File: src/rtl/phw_pkg.sv
`timescale 1ns / 1ps
// Shared types and constants for the pre-emphasis and Hamming window block.
// Used by phw_ctrl, phw_datapath and the top level; depends on nothing.
package phw_pkg;

    // Field and register widths.
    localparam int SampleW = 16;
    localparam int CoeffW  = 16;
    localparam int RecipW  = 17;
    localparam int ResultW = 35;
    localparam int CfgIdxW = 2;
    localparam int CfgW    = 17;

    // Configuration register indexes.
    localparam logic [CfgIdxW-1:0] CfgWindowMode  = 2'd0;
    localparam logic [CfgIdxW-1:0] CfgPreemphCoef = 2'd1;
    localparam logic [CfgIdxW-1:0] CfgNormRecip   = 2'd2;

    // Register reset values.
    localparam logic              ResetWindowMode = 1'b1;
    localparam logic [CoeffW-1:0] ResetPreemph    = 16'd31130;
    localparam logic [RecipW-1:0] ResetNormRecip  = 17'd65536;

    // Unity gain of the window in Q1.15.
    localparam logic [16:0] WinOne = 17'd32768;

    // Fixed-point constants used to build the window table.
    localparam logic [63:0] OneQ30    = 64'd1 << 30;
    localparam logic [63:0] HalfPiQ30 = 64'd1686629713;
    localparam int          SeriesTerms = 12;

    // Commands from the controller to the datapath.
    typedef struct packed {
        logic load;      // capture a request, update frame state, read the window table
        logic pe_en;     // form the pre-emphasized value and select the window gain
        logic win_en;    // multiply by the window gain
        logic round_en;  // round to 16 fractional bits
        logic norm_en;   // multiply by the normalizing reciprocal
        logic out_load;  // round and load the output register
    } t_dp_cmd;

endpackage

File: src/rtl/phw_ctrl.sv
`timescale 1ns / 1ps
// Sequencing state machine and handshake control for the window block.
// Depends on phw_pkg for the datapath command struct.
module phw_ctrl (
    input  logic             i_clk,
    input  logic             i_rst_n,
    input  logic             i_in_valid,
    output logic             o_in_ready,
    output logic             o_out_valid,
    input  logic             i_out_ready,
    output phw_pkg::t_dp_cmd o_cmd
);
    import phw_pkg::*;

    typedef enum logic [2:0] {
        S_IDLE,
        S_PE,
        S_WIN,
        S_ROUND,
        S_NORM,
        S_DONE
    } t_state;

    t_state r_state;
    logic   r_out_valid;
    logic   out_free;

    // The output slot can take a new result when empty or being drained.
    assign out_free = !r_out_valid || i_out_ready;

    // Command decode from the current state.
    always_comb begin
        o_cmd          = '0;
        o_cmd.load     = o_in_ready && i_in_valid;
        o_cmd.pe_en    = (r_state == S_PE);
        o_cmd.win_en   = (r_state == S_WIN);
        o_cmd.round_en = (r_state == S_ROUND);
        o_cmd.norm_en  = (r_state == S_NORM);
        o_cmd.out_load = (r_state == S_DONE) && out_free;
    end

    // No request is taken while reset is held.
    assign o_in_ready  = (r_state == S_IDLE) && i_rst_n;
    assign o_out_valid = r_out_valid;

    // State register and output valid flag.
    always_ff @(posedge i_clk) begin
        if (!i_rst_n) begin
            r_state     <= S_IDLE;
            r_out_valid <= 1'b0;
        end else begin
            unique case (r_state)
                S_IDLE:  if (i_in_valid) r_state <= S_PE;
                S_PE:    r_state <= S_WIN;
                S_WIN:   r_state <= S_ROUND;
                S_ROUND: r_state <= S_NORM;
                S_NORM:  r_state <= S_DONE;
                S_DONE:  if (out_free) r_state <= S_IDLE;
                default: r_state <= S_IDLE;
            endcase
            if (o_cmd.out_load) begin
                r_out_valid <= 1'b1;
            end else if (i_out_ready) begin
                r_out_valid <= 1'b0;
            end
        end
    end

    // A new result appears only when the sequence finishes.
    a_rise_from_done: assert property (@(posedge i_clk) disable iff (!i_rst_n)
        $rose(r_out_valid) |-> $past(r_state == S_DONE))
        else $error("output valid rose outside the final step");

    // An accepted request runs the four arithmetic steps in order.
    a_step_order: assert property (@(posedge i_clk) disable iff (!i_rst_n)
        (i_in_valid && o_in_ready) |=> ##3 (r_state == S_NORM))
        else $error("arithmetic steps out of order");

    // A stalled result is never overwritten.
    a_no_overwrite: assert property (@(posedge i_clk) disable iff (!i_rst_n)
        (r_out_valid && !i_out_ready) |-> !o_cmd.out_load)
        else $error("result overwritten while stalled");

    // The final step waits while the receiver stalls.
    a_done_holds: assert property (@(posedge i_clk) disable iff (!i_rst_n)
        (r_state == S_DONE && r_out_valid && !i_out_ready) |=> (r_state == S_DONE))
        else $error("final step left while output blocked");

endmodule

File: config.mk
export PLATFORM = sky130hd
export DESIGN_NAME = phw_ctrl
export DESIGN_NICKNAME = d
export VERILOG_FILES = /design/src/rtl/phw_pkg.sv /design/src/rtl/phw_ctrl.sv
export SDC_FILE = /design/constraint.sdc
export NUM_CORES = 1
export LEC_CHECK = 0
export ABC_CLOCK_PERIOD_IN_PS = 2350
export BUFFER_PORTS_ARGS = -buffer_cell sky130_fd_sc_hd__buf_2
export CORE_AREA = 2 2 39 41
export CTS_CLUSTER_DIAMETER = 30
export CTS_CLUSTER_SIZE = 16
export DETAILED_ROUTE_END_ITERATION = 12
export DIE_AREA = 0 0 41 43
export PLACE_DENSITY = 0.47
export SLEW_MARGIN = 40
export SYNTH_ARGS = -nofsm -noshare
export SYNTH_HDL_FRONTEND = slang
export SYNTH_SLANG_ARGS = --single-unit
File: constraint.sdc
create_clock -name i_clk -period 2.35 [get_ports i_clk]
set_input_delay 0 -clock i_clk [delete_from_list [all_inputs] [get_ports i_clk]]
set_output_delay 0 -clock i_clk [all_outputs]
set_load 0.1 [all_outputs]
==> impl_metrics.csv <==
group,metric,value,unit
finish,fillCellCount,168,
finish,finalNonFillerCells,55,
finish,fin_area,330.3,sq um
yosys,ys.flop_type,"dfxtp_1",
status,status,"finished, final reports clean",
yosys,yosys_warnings,0,
routing,ant_nets,0,
global_routing,grt_pass1_vias,223,
flow_run,drv_cap,0,
worst_setup_path,critPathBufInv,1,
floorplanning,core_area,1384,sq um
timing,fin_crit,1.513,ns
floorplanning,die_area,1763,sq um
worst_setup_path,cp-end-kind,"output pin",
global_routing,grt_use_met3,3.665,%
floorplanning,die_x,41,um
timing,worstMarginPinSlew,0.4911,ns
placed_design,placed_cells,52,
floorplanning,pin_count,12,
timing,worst_slack,0.8370,ns
global_routing,met1_usage,8.360,%
placed_design,place_hpwl,390.3,um
yosys,synth_top_area_share,33.33,%
routing,routed_wl,534,um
routing,drtPass1Iterations,1,
yosys,netlist_area,240.2,sq um
global_routing,grt.overflow.total,0,
worst_setup_path,arrival,1.51,ns
worst_hold_path,min-delay-start,"i_rst_n",
yosys,synth_area_leaders,"dfxtp_1, nor2_1, nand2b_4, nand2b_1, nor3b_2",
finish,drive_gt1_share,46.15,%
routing,viasPerCell,4.109,
placed_design,postPlaceCellArea,307.8,sq um
placed_design,place_congestion,0.6573,
floorplanning,dieHeight,43,um
power,leakage,0.1576,nW
timing,fin_skew,0.005489,ns
routing,vias,226,
clocking,clk_pin_slew,0.04,ns
floorplanning,row_count,14,
clocking,clockBufferDepth,2,
finish,nets,45,
worst_hold_path,min-delay-path-class,"input port to register",
power,cellPowerDensity,946.8,nW/um^2
timing,rsz0062_at_grt,"no",
clocking,cts-resized-gates,0,
finish,syn_to_final_growth,37.50,%
finish,diodes,0,
clocking,ctsHtreeMaxLevel,1,
yosys,postSynthCellCount,27,
floorplanning,start_util,17.36,%
yosys,ys_types,19,
worst_setup_path,critPathMaxStageDelay,0.54,ns
worst_hold_path,hold-path-endpoint,"r_state[2]",
timing,slew_headroom,67.48,%
worst_setup_path,cp_slowest_cell,"dfxtp_1",
clocking,cts_setup_buffers,0,
worst_setup_path,worstRegToRegCells,3,
global_routing,use_met2,9.063,%
worst_setup_path,cp_cell_sequence,"nand3b_1 -> nor2b_1 -> buf_2",
timing,setup_tns,0,ns
global_routing,grt_pass1_wl,814,um
yosys,ys_seq_area_share,33.33,%
routing,routedWlPerCell,9.709,um
global_routing,grt_max_degree,11,
yosys,synth-edff-count,0,
clocking,cts_buffers,3,
timing,hold_viol_final,0,
routing,first_iter_violations,0,
yosys,yosys.area.top_type,"dfxtp_1",
clocking,clockRootBuffer,"clkbuf_4",
global_routing,track_usage,7.129,%
routing,drc,0,
clocking,cts_tree,"done",
placed_design,placement.setup.worst_slack,1.089,ns
timing,period_share,64.38,%
worst_setup_path,r2r_setup_slack,1.27,ns
clocking,ctsHoldBuffers,0,
clocking,clock_latency,0.24,ns
worst_setup_path,cpLargestDelayFamily,"flip-flops",
worst_setup_path,critPathKind,"register to output pin",
yosys,async_flop_share,0,%
yosys,synth-seq-cells,4,
worst_setup_path,crit_required,2.35,ns
timing,max_freq,660.9,MHz
timing,maxSlewViolCount,0,
yosys,syn_nets,31,
yosys,syn_avg_cell_area,8.897,sq um
power,ir_worst_vdd,0.0003240,V
worst_setup_path,cp-start-kind,"register",
worst_setup_path,r2r-start,"r_state[1]",
yosys,ys_top_cells_by_count,"dfxtp_1, nor2_1, nand2_1, nand2b_1",
global_routing,antenna_found_initial,0,
global_routing,busiest_layer,"met2",
worst_hold_path,whs_path_depth,2,
timing,setup_viol,0,
placed_design,port-buffer-count,11,
worst_setup_path,r2r-end,"r_state[0]",
clocking,cts.sinks,4,
worst_setup_path,cp_max_fo,10,
## power breakdown
group / switching [W] / total, W / internal, W
registers: 0.0000178 / 0.0000925 / 0.0000747
clock network: 0.0000283 / 0.0000854 / 0.0000571
logic: 0.000105 / 0.000135 / 0.0000303
total: 0.000151 / 0.000313 / 0.000162
## routing by layer
| metal | routed length (um) | share of wire (%) |
|---|---|---|
| met5 | 0 | 0 |
| met4 | 0 | 0 |
| met3 | 68 | 13 |
| met2 | 209 | 39 |
| met1 | 257 | 48 |
## worst max path at each step
stage	start	to	slack, ns	cells past startpoint
2_1_floorplan	o_out_valid	o_cmd[0]	0.07	2
3_3_place_gp	r_state[0]	o_cmd[0]	1.12	3
3_5_place_dp	r_state[0]	o_cmd[0]	1.09	3
4_1_cts	r_state[0]	o_cmd[0]	0.82	3
5_1_grt	r_state[0]	o_cmd[0]	0.71	3
6_report	r_state[0]	o_cmd[0]	0.84	3
## layout by cell type (no fill, tap or decap)
| master | count |
|---|---|
| a21oi_1 | 1 |
| nand3b_1 | 1 |
| buf_2 | 11 |
| nand2b_1 | 2 |
| nand2_1 | 2 |
| and3_1 | 1 |
| nor3b_2 | 2 |
| o21a_1 | 1 |
| clkbuf_4 | 3 |
| nor3_4 | 1 |
| a21boi_1 | 1 |
| xnor2_1 | 1 |
| nand2b_4 | 1 |
| and2_1 | 1 |
| nor2b_1 | 1 |
| o31ai_1 | 1 |
| dfxtp_1 | 4 |
| nor2_1 | 4 |
## final cells by class
cell class	instances	area [sq um]	share of cell area (%)
repair buffers	11	55.05	16.67
well taps	16	20.02	6.061
flip-flops and latches	4	80.08	24.24
clock buffers	3	22.52	6.818
multi-input cells	21	152.6	46.21
## cells by family after synthesis
group / Yosys count / share of synthesized area [%]
xor+xnor: 1 / 3.646
simple gates: 16 / 43.75
flops: 4 / 33.33
compound gates: 4 / 11.46
buf+inv: 2 / 7.813
## sequential cells by signal (all words and copies together) (netlist names)
name         cells
r_state          3
o_out_valid      1
## through the flow
step	hold slack, ns	utilization, %	total power [W]
finish	0.04726	23.87	0.0003128
global route	0.04122	23.87	0.0003286
CTS	0.03613	23.87	0.0003187
detailed placement	0.2918	22.24	0.0002294
global placement	0.2945	22.24	0.0002290
floorplan	0.1175	-	0.0002190
No activity file was read; power rests on OpenSTA's default activity.
